## src/sv/assert_macros.svh

```systemverilog
// assertion helpers used by the clock_divider_register_calc rtl file
`ifndef ASSERT_MACROS_SVH
`define ASSERT_MACROS_SVH

// checked only while out of reset
`define CDRC_ASSERT(lbl, clk, rst, prop, msg) \
   lbl: assert property (@(posedge clk) disable iff (rst) (prop)) else $error(msg);

// checked on every edge, reset included
`define CDRC_ASSERT_ALWAYS(lbl, clk, prop, msg) \
   lbl: assert property (@(posedge clk) (prop)) else $error(msg);

`endif

```

## src/sv/cdrc_pkg.sv

```systemverilog
// ----------------------------------------------------------------------------
// cdrc_pkg
// Types, constants and the vco frequency table of the divider calculator.
// ----------------------------------------------------------------------------
`timescale 1ns / 1ps

package cdrc_pkg;

   localparam int FREQ_W       = 9;
   localparam int VCO_W        = 12;
   localparam int VMUL_W       = 8;
   localparam int IDX_W        = 6;
   localparam int INT_W        = 12;
   localparam int FRAC_OUT_W   = 24;
   localparam int FRAC_BYTES_W = 30;
   localparam int FB_STEP_MHZ  = 50;
   localparam int MIN_FREQ_MHZ = 10;

   // x / 10 == (x * 205) >> 11 for every x below 1029
   localparam int DIV10_MUL_W  = 8;
   localparam int DIV10_SHIFT  = 11;
   localparam logic [DIV10_MUL_W-1:0] DIV10_MUL = 8'd205;

   typedef struct packed {
      logic              valid;
      logic              range_error;
      logic [VMUL_W-1:0] vco_multiplier;
   } sideband_type;

   function automatic logic [VCO_W-1:0] vco_lookup(input logic [IDX_W-1:0] idx);
      logic [VCO_W-1:0] vco;
      case (idx)
         6'd0:    vco = 12'd2500;
         6'd1:    vco = 12'd2500;
         6'd2:    vco = 12'd2550;
         6'd3:    vco = 12'd2500;
         6'd4:    vco = 12'd2500;
         6'd5:    vco = 12'd2550;
         6'd6:    vco = 12'd2800;
         6'd7:    vco = 12'd2500;
         6'd8:    vco = 12'd2700;
         6'd9:    vco = 12'd2500;
         6'd10:   vco = 12'd2750;
         6'd11:   vco = 12'd2550;
         6'd12:   vco = 12'd2600;
         6'd13:   vco = 12'd2800;
         6'd14:   vco = 12'd2550;
         6'd15:   vco = 12'd2600;
         6'd16:   vco = 12'd2550;
         6'd17:   vco = 12'd2700;
         6'd18:   vco = 12'd2850;
         6'd19:   vco = 12'd2500;
         6'd20:   vco = 12'd2500;
         6'd21:   vco = 12'd2750;
         6'd22:   vco = 12'd2500;
         6'd23:   vco = 12'd2700;
         6'd24:   vco = 12'd2500;
         default: vco = '0;
      endcase
      return vco;
   endfunction

   // feedback integer per table slot, the vco over 50 MHz
   function automatic logic [VMUL_W-1:0] vmul_lookup(input logic [IDX_W-1:0] idx);
      logic [VMUL_W-1:0] vmul;
      case (idx)
         6'd0:    vmul = 8'd50;
         6'd1:    vmul = 8'd50;
         6'd2:    vmul = 8'd51;
         6'd3:    vmul = 8'd50;
         6'd4:    vmul = 8'd50;
         6'd5:    vmul = 8'd51;
         6'd6:    vmul = 8'd56;
         6'd7:    vmul = 8'd50;
         6'd8:    vmul = 8'd54;
         6'd9:    vmul = 8'd50;
         6'd10:   vmul = 8'd55;
         6'd11:   vmul = 8'd51;
         6'd12:   vmul = 8'd52;
         6'd13:   vmul = 8'd56;
         6'd14:   vmul = 8'd51;
         6'd15:   vmul = 8'd52;
         6'd16:   vmul = 8'd51;
         6'd17:   vmul = 8'd54;
         6'd18:   vmul = 8'd57;
         6'd19:   vmul = 8'd50;
         6'd20:   vmul = 8'd50;
         6'd21:   vmul = 8'd55;
         6'd22:   vmul = 8'd50;
         6'd23:   vmul = 8'd54;
         6'd24:   vmul = 8'd50;
         default: vmul = '0;
      endcase
      return vmul;
   endfunction

endpackage

```

## src/sv/clock_divider_register_calc.sv

```systemverilog
// ----------------------------------------------------------------------------
// clock_divider_register_calc
// Output divider and feedback register bytes of a clock synthesizer from a
// wanted output frequency in MHz.
// ----------------------------------------------------------------------------
// One request carries req_freq_mhz; each request gives exactly one response
// with the integer divider, fractional offset, feedback integer and the packed
// register bytes. Frequencies outside 10..259 MHz return range_error with all
// other fields zero.
// The quotient vco * 2^(FRAC_BITS-1) / freq is formed by a chain of
// restoring division cells, one quotient bit per cell, behind one stage that
// does the range check and table lookup. A request reaches rsp_valid after the
// front register and every cell; throughput is one request per cycle while
// rsp_stall does not hold the chain, each cell working on a different request.
// The whole chain advances together: when a response waits with rsp_stall
// high, the chain holds and req_stall rises until the response is taken.
// Synchronous reset empties the chain; no response is pending after reset.
// ----------------------------------------------------------------------------
`timescale 1ns / 1ps
`include "assert_macros.svh"

module clock_divider_register_calc import cdrc_pkg::*; #(
   parameter int VCO_TABLE_ENTRIES = 25,
   parameter int FRAC_BITS         = 24
) (
   input  logic                  clock,
   input  logic                  reset,
   input  logic                  req_valid,
   output logic                  req_stall,
   input  logic [FREQ_W-1:0]     req_freq_mhz,
   output logic                  rsp_valid,
   input  logic                  rsp_stall,
   output logic                  rsp_range_error,
   output logic [INT_W-1:0]      rsp_int_divider,
   output logic [FRAC_OUT_W-1:0] rsp_frac_offset,
   output logic [VMUL_W-1:0]     rsp_vco_multiplier,
   output logic [7:0]            rsp_byte_17,
   output logic [7:0]            rsp_byte_18,
   output logic [7:0]            rsp_byte_22,
   output logic [7:0]            rsp_byte_23,
   output logic [7:0]            rsp_byte_24,
   output logic [7:0]            rsp_byte_25,
   output logic [7:0]            rsp_byte_2d,
   output logic [7:0]            rsp_byte_2e
);

   localparam int QW = VCO_W + FRAC_BITS - 1;

   logic              enable;
   sideband_type      side [QW+1];
   logic [FREQ_W-1:0] div  [QW+1];
   logic [FREQ_W-1:0] rem  [QW+1];
   logic [QW-1:0]     dq   [QW+1];

   logic [INT_W-1:0]        ipart;
   logic [FRAC_BYTES_W-1:0] frac30;

   assign enable    = !side[QW].valid || !rsp_stall;
   assign req_stall = !enable;

   cdrc_front #(
      .VCO_TABLE_ENTRIES (VCO_TABLE_ENTRIES),
      .FRAC_BITS         (FRAC_BITS),
      .QW                (QW)
   ) u_front (
      .clock    (clock),
      .reset    (reset),
      .enable   (enable),
      .in_valid (req_valid),
      .in_freq  (req_freq_mhz),
      .out_side (side[0]),
      .out_div  (div[0]),
      .out_dq   (dq[0])
   );

   assign rem[0] = '0;

   for (genvar i = 0; i < QW; i++) begin : g_cell
      cdrc_div_cell #(
         .QW (QW)
      ) u_cell (
         .clock    (clock),
         .reset    (reset),
         .enable   (enable),
         .in_side  (side[i]),
         .in_div   (div[i]),
         .in_rem   (rem[i]),
         .in_dq    (dq[i]),
         .out_side (side[i+1]),
         .out_div  (div[i+1]),
         .out_rem  (rem[i+1]),
         .out_dq   (dq[i+1])
      );
   end

   always_comb begin
      ipart  = INT_W'(dq[QW][QW-1:FRAC_BITS]);
      frac30 = FRAC_BYTES_W'(dq[QW][FRAC_BITS-1:0]);
   end

   assign rsp_valid          = side[QW].valid;
   assign rsp_range_error    = side[QW].range_error;
   assign rsp_int_divider    = ipart;
   assign rsp_frac_offset    = frac30[FRAC_OUT_W-1:0];
   assign rsp_vco_multiplier = side[QW].vco_multiplier;
   assign rsp_byte_17        = {4'h0, side[QW].vco_multiplier[7:4]};
   assign rsp_byte_18        = {side[QW].vco_multiplier[3:0], 4'h0};
   assign rsp_byte_22        = frac30[29:22];
   assign rsp_byte_23        = frac30[21:14];
   assign rsp_byte_24        = frac30[13:6];
   assign rsp_byte_25        = {frac30[5:0], 2'b00};
   assign rsp_byte_2d        = ipart[11:4];
   assign rsp_byte_2e        = {ipart[3:0], 4'h0};

   `CDRC_ASSERT(a_error_zero, clock, reset, (rsp_valid && rsp_range_error) |-> (rsp_int_divider == '0 && rsp_frac_offset == '0 && rsp_vco_multiplier == '0), "range error response with nonzero fields")
   `CDRC_ASSERT(a_rem_below_div, clock, reset, rsp_valid |-> (rem[QW] < div[QW]), "division remainder not below divisor")
   `CDRC_ASSERT(a_hold_on_stall, clock, reset, (rsp_valid && rsp_stall) |=> (rsp_valid && $stable(dq[QW]) && $stable(rem[QW])), "chain moved while response stalled")
   `CDRC_ASSERT_ALWAYS(a_reset_empty, clock, reset |=> !rsp_valid, "response pending right after reset")

endmodule

```

## src/sv/cdrc_front.sv

```systemverilog
// ----------------------------------------------------------------------------
// cdrc_front
// Range check, vco table lookup and divider operand setup, one register stage.
// ----------------------------------------------------------------------------
`timescale 1ns / 1ps

module cdrc_front import cdrc_pkg::*; #(
   parameter int VCO_TABLE_ENTRIES = 25,
   parameter int FRAC_BITS         = 24,
   parameter int QW                = VCO_W + FRAC_BITS - 1
) (
   input  logic              clock,
   input  logic              reset,
   input  logic              enable,
   input  logic              in_valid,
   input  logic [FREQ_W-1:0] in_freq,
   output sideband_type      out_side,
   output logic [FREQ_W-1:0] out_div,
   output logic [QW-1:0]     out_dq
);

   localparam int PROD_W = FREQ_W + DIV10_MUL_W;

   logic [PROD_W-1:0] prod;
   logic [IDX_W-1:0]  tens;
   logic [IDX_W-1:0]  idx;
   logic              too_low;
   logic              error;
   logic [VCO_W-1:0]  vco;

   sideband_type      side_ff, side_in;
   logic [FREQ_W-1:0] div_ff, div_in;
   logic [QW-1:0]     dq_ff, dq_in;

   always_comb begin
      prod    = PROD_W'(in_freq) * PROD_W'(DIV10_MUL);
      tens    = prod[DIV10_SHIFT +: IDX_W];
      idx     = tens - IDX_W'(1);
      too_low = in_freq < FREQ_W'(MIN_FREQ_MHZ);
      error   = too_low || ({1'b0, idx} >= (IDX_W + 1)'(VCO_TABLE_ENTRIES));
      vco     = vco_lookup(idx);

      side_in.valid          = in_valid;
      side_in.range_error    = error;
      side_in.vco_multiplier = error ? '0 : vmul_lookup(idx);
      // error requests divide zero by one so the chain yields zero
      div_in = error ? FREQ_W'(1) : in_freq;
      dq_in  = error ? '0 : (QW'(vco) << (FRAC_BITS - 1));
   end

   always_ff @(posedge clock) begin
      if (reset) begin
         side_ff.valid <= 1'b0;
      end else if (enable) begin
         side_ff <= side_in;
         div_ff  <= div_in;
         dq_ff   <= dq_in;
      end
   end

   assign out_side = side_ff;
   assign out_div  = div_ff;
   assign out_dq   = dq_ff;

endmodule

```

## src/sv/cdrc_div_cell.sv

```systemverilog
// ----------------------------------------------------------------------------
// cdrc_div_cell
// One restoring division step: shifts in a dividend bit, produces a quotient bit.
// ----------------------------------------------------------------------------
`timescale 1ns / 1ps

module cdrc_div_cell import cdrc_pkg::*; #(
   parameter int QW = 35
) (
   input  logic              clock,
   input  logic              reset,
   input  logic              enable,
   input  sideband_type      in_side,
   input  logic [FREQ_W-1:0] in_div,
   input  logic [FREQ_W-1:0] in_rem,
   input  logic [QW-1:0]     in_dq,
   output sideband_type      out_side,
   output logic [FREQ_W-1:0] out_div,
   output logic [FREQ_W-1:0] out_rem,
   output logic [QW-1:0]     out_dq
);

   logic [FREQ_W:0]   trial;
   logic [FREQ_W:0]   diff;
   logic              take;

   sideband_type      side_ff;
   logic [FREQ_W-1:0] div_ff;
   logic [FREQ_W-1:0] rem_ff, rem_in;
   logic [QW-1:0]     dq_ff, dq_in;

   always_comb begin
      trial  = {in_rem, in_dq[QW-1]};
      diff   = trial - {1'b0, in_div};
      take   = trial >= {1'b0, in_div};
      // remainder stays below the divisor, so it fits back in FREQ_W bits
      rem_in = take ? diff[FREQ_W-1:0] : trial[FREQ_W-1:0];
      dq_in  = {in_dq[QW-2:0], take};
   end

   always_ff @(posedge clock) begin
      if (reset) begin
         side_ff.valid <= 1'b0;
      end else if (enable) begin
         side_ff <= in_side;
         div_ff  <= in_div;
         rem_ff  <= rem_in;
         dq_ff   <= dq_in;
      end
   end

   assign out_side = side_ff;
   assign out_div  = div_ff;
   assign out_rem  = rem_ff;
   assign out_dq   = dq_ff;

endmodule
```

## config.mk

```make
export PLATFORM = sky130hd
export DESIGN_NAME = clock_divider_register_calc
export DESIGN_NICKNAME = d
export VERILOG_FILES = /design/src/sv/cdrc_pkg.sv /design/src/sv/clock_divider_register_calc.sv /design/src/sv/cdrc_front.sv /design/src/sv/cdrc_div_cell.sv
export VERILOG_INCLUDE_DIRS = /design/src /design/src/sv
export SDC_FILE = /design/constraint.sdc
export NUM_CORES = 2
export LEC_CHECK = 0
export BUFFER_PORTS_ARGS = -buffer_cell sky130_fd_sc_hd__buf_4
export CAP_MARGIN = 15
export CORE_MARGIN = 5
export CORE_UTILIZATION = 55
export DETAILED_ROUTE_END_ITERATION = 7
export PLACE_DENSITY = 0.8
export SYNTH_ARGS = -nofsm -noshare
export SYNTH_HDL_FRONTEND = slang
export SYNTH_SLANG_ARGS = --single-unit
```

## constraint.sdc

```tcl
create_clock -name clock -period 69.7 [get_ports clock]
set_input_delay 6.97 -clock clock [delete_from_list [all_inputs] [get_ports clock]]
set_output_delay 6.97 -clock clock [all_outputs]
set_load 0.02 [all_outputs]
```

### Word-level counts from Yosys, hierarchy flattened

Memory sizes are Yosys's and may differ from the RTL's. A register that Yosys moved wholly into a read port is not among the register bits.
Cells that the tools add are included.

* bits in latches: 0
* RAM bits: 0
* ROM bits: 512
* bits in registers: 2241
* logic and storage cells: 332
* memories kept: 2
* output and inout bits: 111

* bitwise operators: 1
* $mul: 1
* divide/modulo/power cells: 0
* reductions and logical operators: 7
* multiplexer cells: 34
* order comparisons: 37
* equal/unequal tests: 0
* shift operators: 0
* add/subtract/negate cells: 35

Memories
* (name not given): depth 32, width 10, rd ports 1, clocked after Yosys merged registers in 1, wr ports 0, line cdrc_pkg.sv:32 `case (idx)`
* (name not given): depth 32, width 6, rd ports 1, clocked after Yosys merged registers in 1, wr ports 0, line cdrc_pkg.sv:66 `case (idx)`

Operators with widths (count)
* $ge 10x9->1: 34
* $mux 9: 33
* $sub 9x9->9: 33
* $mul 9x8->17 const B: 1
* $ge 1x9->1: 1
* $lt 9x4->1 const B: 1
* $sub 1x9->9: 1
* $ge 6x5->1 const B: 1
* $sub 6x1->6 const B: 1
* $logic_not 1->1: 3
* $logic_or 1x1->1: 2
* $reduce_and 2->1: 1
* $reduce_or 2->1: 1
* $mux 1: 1
* $not 1->1: 1

### Longest topological paths before layout

* word-level depth: 5
* mapped depth: 21
* mapped depth without buffers: 21

### By module

A second synthesis with hierarchy kept.

* cell total of the unflattened synthesis: 5719
* area, all modules: 93830.0 um2

Modules (own cells, without submodules)
* cdrc_div_cell at g_cell[0].u_cell ...: instances 34, seq. area each 1881.8 um2, cells each 152, area an instance 2575.0 um2
* cdrc_front: instances 1, seq. area each 650.6 um2, cells each 331, area an instance 3203.1 um2
* cdrc_div_cell at g_cell[30].u_cell: instances 1, seq. area each 1881.8 um2, cells each 152, area an instance 2576.2 um2
* clock_divider_register_calc: instances 1, seq. area each 0.0 um2, cells each 68, area an instance 501.7 um2

### Worst setup path after synthesis

Ideal clock, no wire load.

* path type: input -> register
* start point: input port rsp_stall
* end point: register g_cell[0].u_cell.div_ff[0] (enable)
* cell stages on the path: 4
* path slack: -3.393 ns
* path buffers: 1
* required time: 66.279 ns
* setup time: 3.421 ns
* arrival: 69.672 ns
* cells stage by stage: nand2_1 > inv_1 > clkbuf_1 > nor2_1

* word-level cells in the longest chain between the ends: 3

Ends and longest elaborated chain
* start: declaration: line clock_divider_register_calc.sv:32 `input logic rsp_stall,`
* $logic_not 1->1: line clock_divider_register_calc.sv:58 `assign enable = !side[QW].valid || !rsp_stall;`
* $logic_or 1x1->1: line clock_divider_register_calc.sv:58
* $reduce_and 2->1 (no line)
* end signal: assignment: line cdrc_div_cell.sv:46 `div_ff <= in_div;`
* end: declaration: line cdrc_div_cell.sv:28 `logic [FREQ_W-1:0] div_ff;`

No other way between the ends.
A chain may end at the register's enable or synchronous reset.

### Worst setup path after layout

* start point: input port rsp_stall
* end point: output port req_stall

* word-level cells in the longest chain between the ends: 3

Ends and longest elaborated chain
* $logic_not 1->1: line clock_divider_register_calc.sv:58
* $logic_or 1x1->1: line clock_divider_register_calc.sv:58
* $logic_not 1->1: line clock_divider_register_calc.sv:59 `assign req_stall = !enable;`
* end: declaration: line clock_divider_register_calc.sv:29 `output logic req_stall,`

No other way between the ends.

==> impl_results.md <==
* Outcome: finished, final reports clean
* Final setup violation count at 0
* Crit-path most repeated cell: buf_4
* Starting DRC count in detailed routing at 2025
* Port-buffer cells at 97
* Syn Area/Cell at 15.29 um^2
* Maximum VDD drop at 0.03202 mV
* CP cell instances: buf_4, nand2_1, inv_1, buf_4
* Post-synth top area share at 0.6983
* Vias in the first global route at 32340
* Clock power frac at 0.266
* Synth Cell Area at 0.06450 mm^2
* DRT antenna net count at 0
* Tcrit/Tclk final at 0.2176
* NetSw at 0.0008612 W
* Initial Utilization at 0.5543
* Yosys reg bits at 1536
* Crit path max-delay family: simple AND/OR/NAND/NOR gates
* Core footprint at 0.1164 mm^2
* CP bufs+invs at 3
* Final max-slew violation count at 0
* WL/cell at 15.61 um
* Post-layout utilization of the core at 0.6124
* Die area at 0.1242 mm^2
* IO Pins at 124
* Leak at 28.02 nW
* Number of synthesized flops with an enable pin at 1500
* Rel. slew slack at 0.2727
* DIE WIDTH at 352.5 um
* P_int at 0.002086 W
* Critical Path AT at 8190 ps
* # DRC at 0
* Crit-path slowest cell: nand2_1
* Crit Path Max Fanout at 36
* DRT Pass-1 Iters at 5
* Pin count of the biggest net entering global routing at 179
* Largest area contributor in the netlist: edfxtp_1
* Combinational share of power at 0.291
* Clock insertion delay at the later pin of the skew report at 730 ps
* Synth top area cells: edfxtp_1 70%, ha_1 7.1%, a21o_1 2.8%, xnor2_1 2.4%, a21oi_1 2.3%
* Share of cells above drive strength 1 at 0.09154
* All-Layer GR Usage at 0.1506
* Min cycle time layout at 15170 ps
* First-pass GRT wire length at 156.3 mm
* Setup_tns at 0 ps
* Switching Share at 0.2922
* Post-CTS sizing at 0
* Max frequency at 65.94 MHz
* Min-Delay Path Class: flop to flop
* Cts-stage hold buffer count at 0
* CP Class: primary input to output port
* CP endpoint kind: output port
* Final hold vios at 0
* ANT cells at 0
* Die Ht at 352.5 um
* CTS sink count at 1536
* Pwr per Cell Area at 41.36 mW/mm^2
* Clock Pin Slew Worst Setup and Hold Paths at 60 ps
* Final HPWL DP at 60.13 mm
* RSZ-0062 raised after global routing: false
* Initial antenna violation count at 1
* FP Rows at 125
* GRT Residual Overflow at 0
* CTS max path bufs at 3
* Critical Path RT at 62730 ps
* Post-synth top flop: edfxtp_1
* Worst-margin pin slew at 1091 ps
* H-tree levels at 4
* Reg power frac at 0.443
* CP peak stage delay at 770 ps
* Setup bufs post-CTS at 0
* Area growth syn-to-layout at 10.47%
* Cts bufs inserted at 149
* Clock skew at 42.14 ps
* Ys Warns at 0
* Post-Syn Instances at 4218
* Clock Root Buffer: clkbuf_16
* Sequential fraction of the synthesis area at 0.7095
* GP Congestion at 0.8087
* Max_cap viols at 0
* CTS tree: built
* Unique masters post-synth at 60
* Vias/cell at 5.258
* Vias at 31563
* Fraction of registers with async set/reset at 0
* Post-Route WL at 93.73 mm
* Layout net count at 4784
* Worst setup SP type: primary input
## worst register-to-register path: stages, from the launching register on
cell	delay, ps
dfxtp_1	310
nand2_1	780
inv_1	140
buf_4	300
nor2_4	510
buf_4	810
buf_4	950
buf_4	910
buf_4	930
buf_4	790
## path summary, 6_finish.rpt
| check | start | slack [ps] | cells after the start | endpoint |
|---|---|---|---|---|
| worst min-delay path | g_cell[29].u_cell.out_dq[10]$_DFFE_PP_ | 400 | 0 | g_cell[30].u_cell.out_dq[11]$_DFFE_PP_ |
| worst max-delay path | rsp_stall | 54540 | 4 | req_stall |
| worst min register to register | g_cell[29].u_cell.out_dq[10]$_DFFE_PP_ | 400 | 0 | g_cell[30].u_cell.out_dq[11]$_DFFE_PP_ |
| worst max register to register | g_cell[34].u_cell.out_side[9]$_SDFFE_PP0N_ | 62870 | 9 | g_cell[17].u_cell.out_rem[8]$_DFFE_PP_ |
## sequential cells by signal, indices dropped and copies added (netlist names)
register                flops
u_front.out_div             9
u_front.out_side            4
g_cell.u_cell.out_div     306
g_cell.u_cell.out_rem     306
g_cell.u_cell.out_dq      657
u_front.out_dq              9
g_cell.u_cell.out_side    245
## synth_stat cells, types with 2 or more instances
library cell  count
edfxtp_1       1500
inv_1           393
ha_1            365
a21oi_1         301
nor2_1          256
a21o_1          241
xnor2_1         174
nand2_1         120
buf_4           104
nand2b_1        100
nor2b_1          81
o21ai_0          77
nand4_1          67
mux2_2           66
fa_1             46
clkbuf_1         45
and2_1           41
xor2_1           37
a211oi_1         36
dfxtp_1          36
o211a_1          25
o21a_1           13
nor3_1           10
nand3_1           9
and3_1            6
o22ai_1           6
a2111oi_0         5
o31ai_1           5
a31oi_1           4
o31a_1            4
o41ai_1           4
or2_2             4
o211ai_1          3
o221a_2           3
or3_1             3
buf_1             2
mux2i_1           2
o2111a_1          2
## per-stage QoR
step	cell area [um^2]	power (W)	instances	worst slack (ps)	hold slack [ps]
floorplan	64600	0.002042	4243	22330	400.3
global placement	66440	0.002130	5732	54550	400.2
detailed placement	66440	0.002163	5732	54530	404.5
CTS	71250	0.002966	6002	54520	405.2
global route	71260	0.003125	6003	54380	413.8
finish	71260	0.002947	6003	54540	401.5
## cell usage in the layout (no fill, tap or decap), drive strengths merged, types with 38 or more instances in the layout
cell    Yosys  final
nand4      67     67
nand2     120    120
clkbuf     45    185
and2       41     41
o21ai      78     78
fa         46     46
nor2      256    256
edfxtp   1500   1500
ha        365    365
clkinv      0     56
nor2b      81     81
mux2       67     67
a21oi     302    302
inv       394    400
a21o      241    241
xor2       38     38
xnor2     174    174
buf       107    118
nand2b    100    100
## logic make-up (layout without fill, tap and decap cells)
logic type,after synthesis,count (layout),share of synthesized area
AO/OA/AOI/OAI,741,741,0.07317
XOR/XNOR,212,212,0.02890
adder cells (fa/ha/maj),411,411,0.08508
buffers and inverters,546,782,0.03785
flip-flops,1536,1536,0.7095
multiplexers,69,69,0.01207
other,1,26,0.00005814
AND/OR/NAND/NOR,702,702,0.05338
## area by class of cell
cell class	instances	area [um^2]
Multi-Input combinational cell	2161	16400
Inverter	394	1479
Sequential cell	1536	45760
Clock inverter	85	863.3
Tap cell	1524	1907
Clock buffer	185	3949
Fill cell	8369	45100
Timing Repair Buffer	118	898.4
## power by group through the flow
stage	Clock [W]	Sequential [W]	Combinational, W
2_1_floorplan	0	0.00135	0.000696
3_3_place_gp	0	0.00132	0.000813
3_5_place_dp	0	0.00132	0.000840
4_1_cts	0.000805	0.00131	0.000854
5_1_grt	0.000847	0.00132	0.000956
6_report	0.000784	0.00131	0.000857
## layer usage
metal  global-route usage  vias to the layer above  part of all wire
met3              0.02529                      189             0.038
met4              0.05456                        0             0.027
met2               0.2639                      543              0.51
met5                    0                        -                 0
met1               0.1904                    15279              0.43
li1                     -                    15552                 -
No activity file was read; power rests on OpenSTA's default activity.
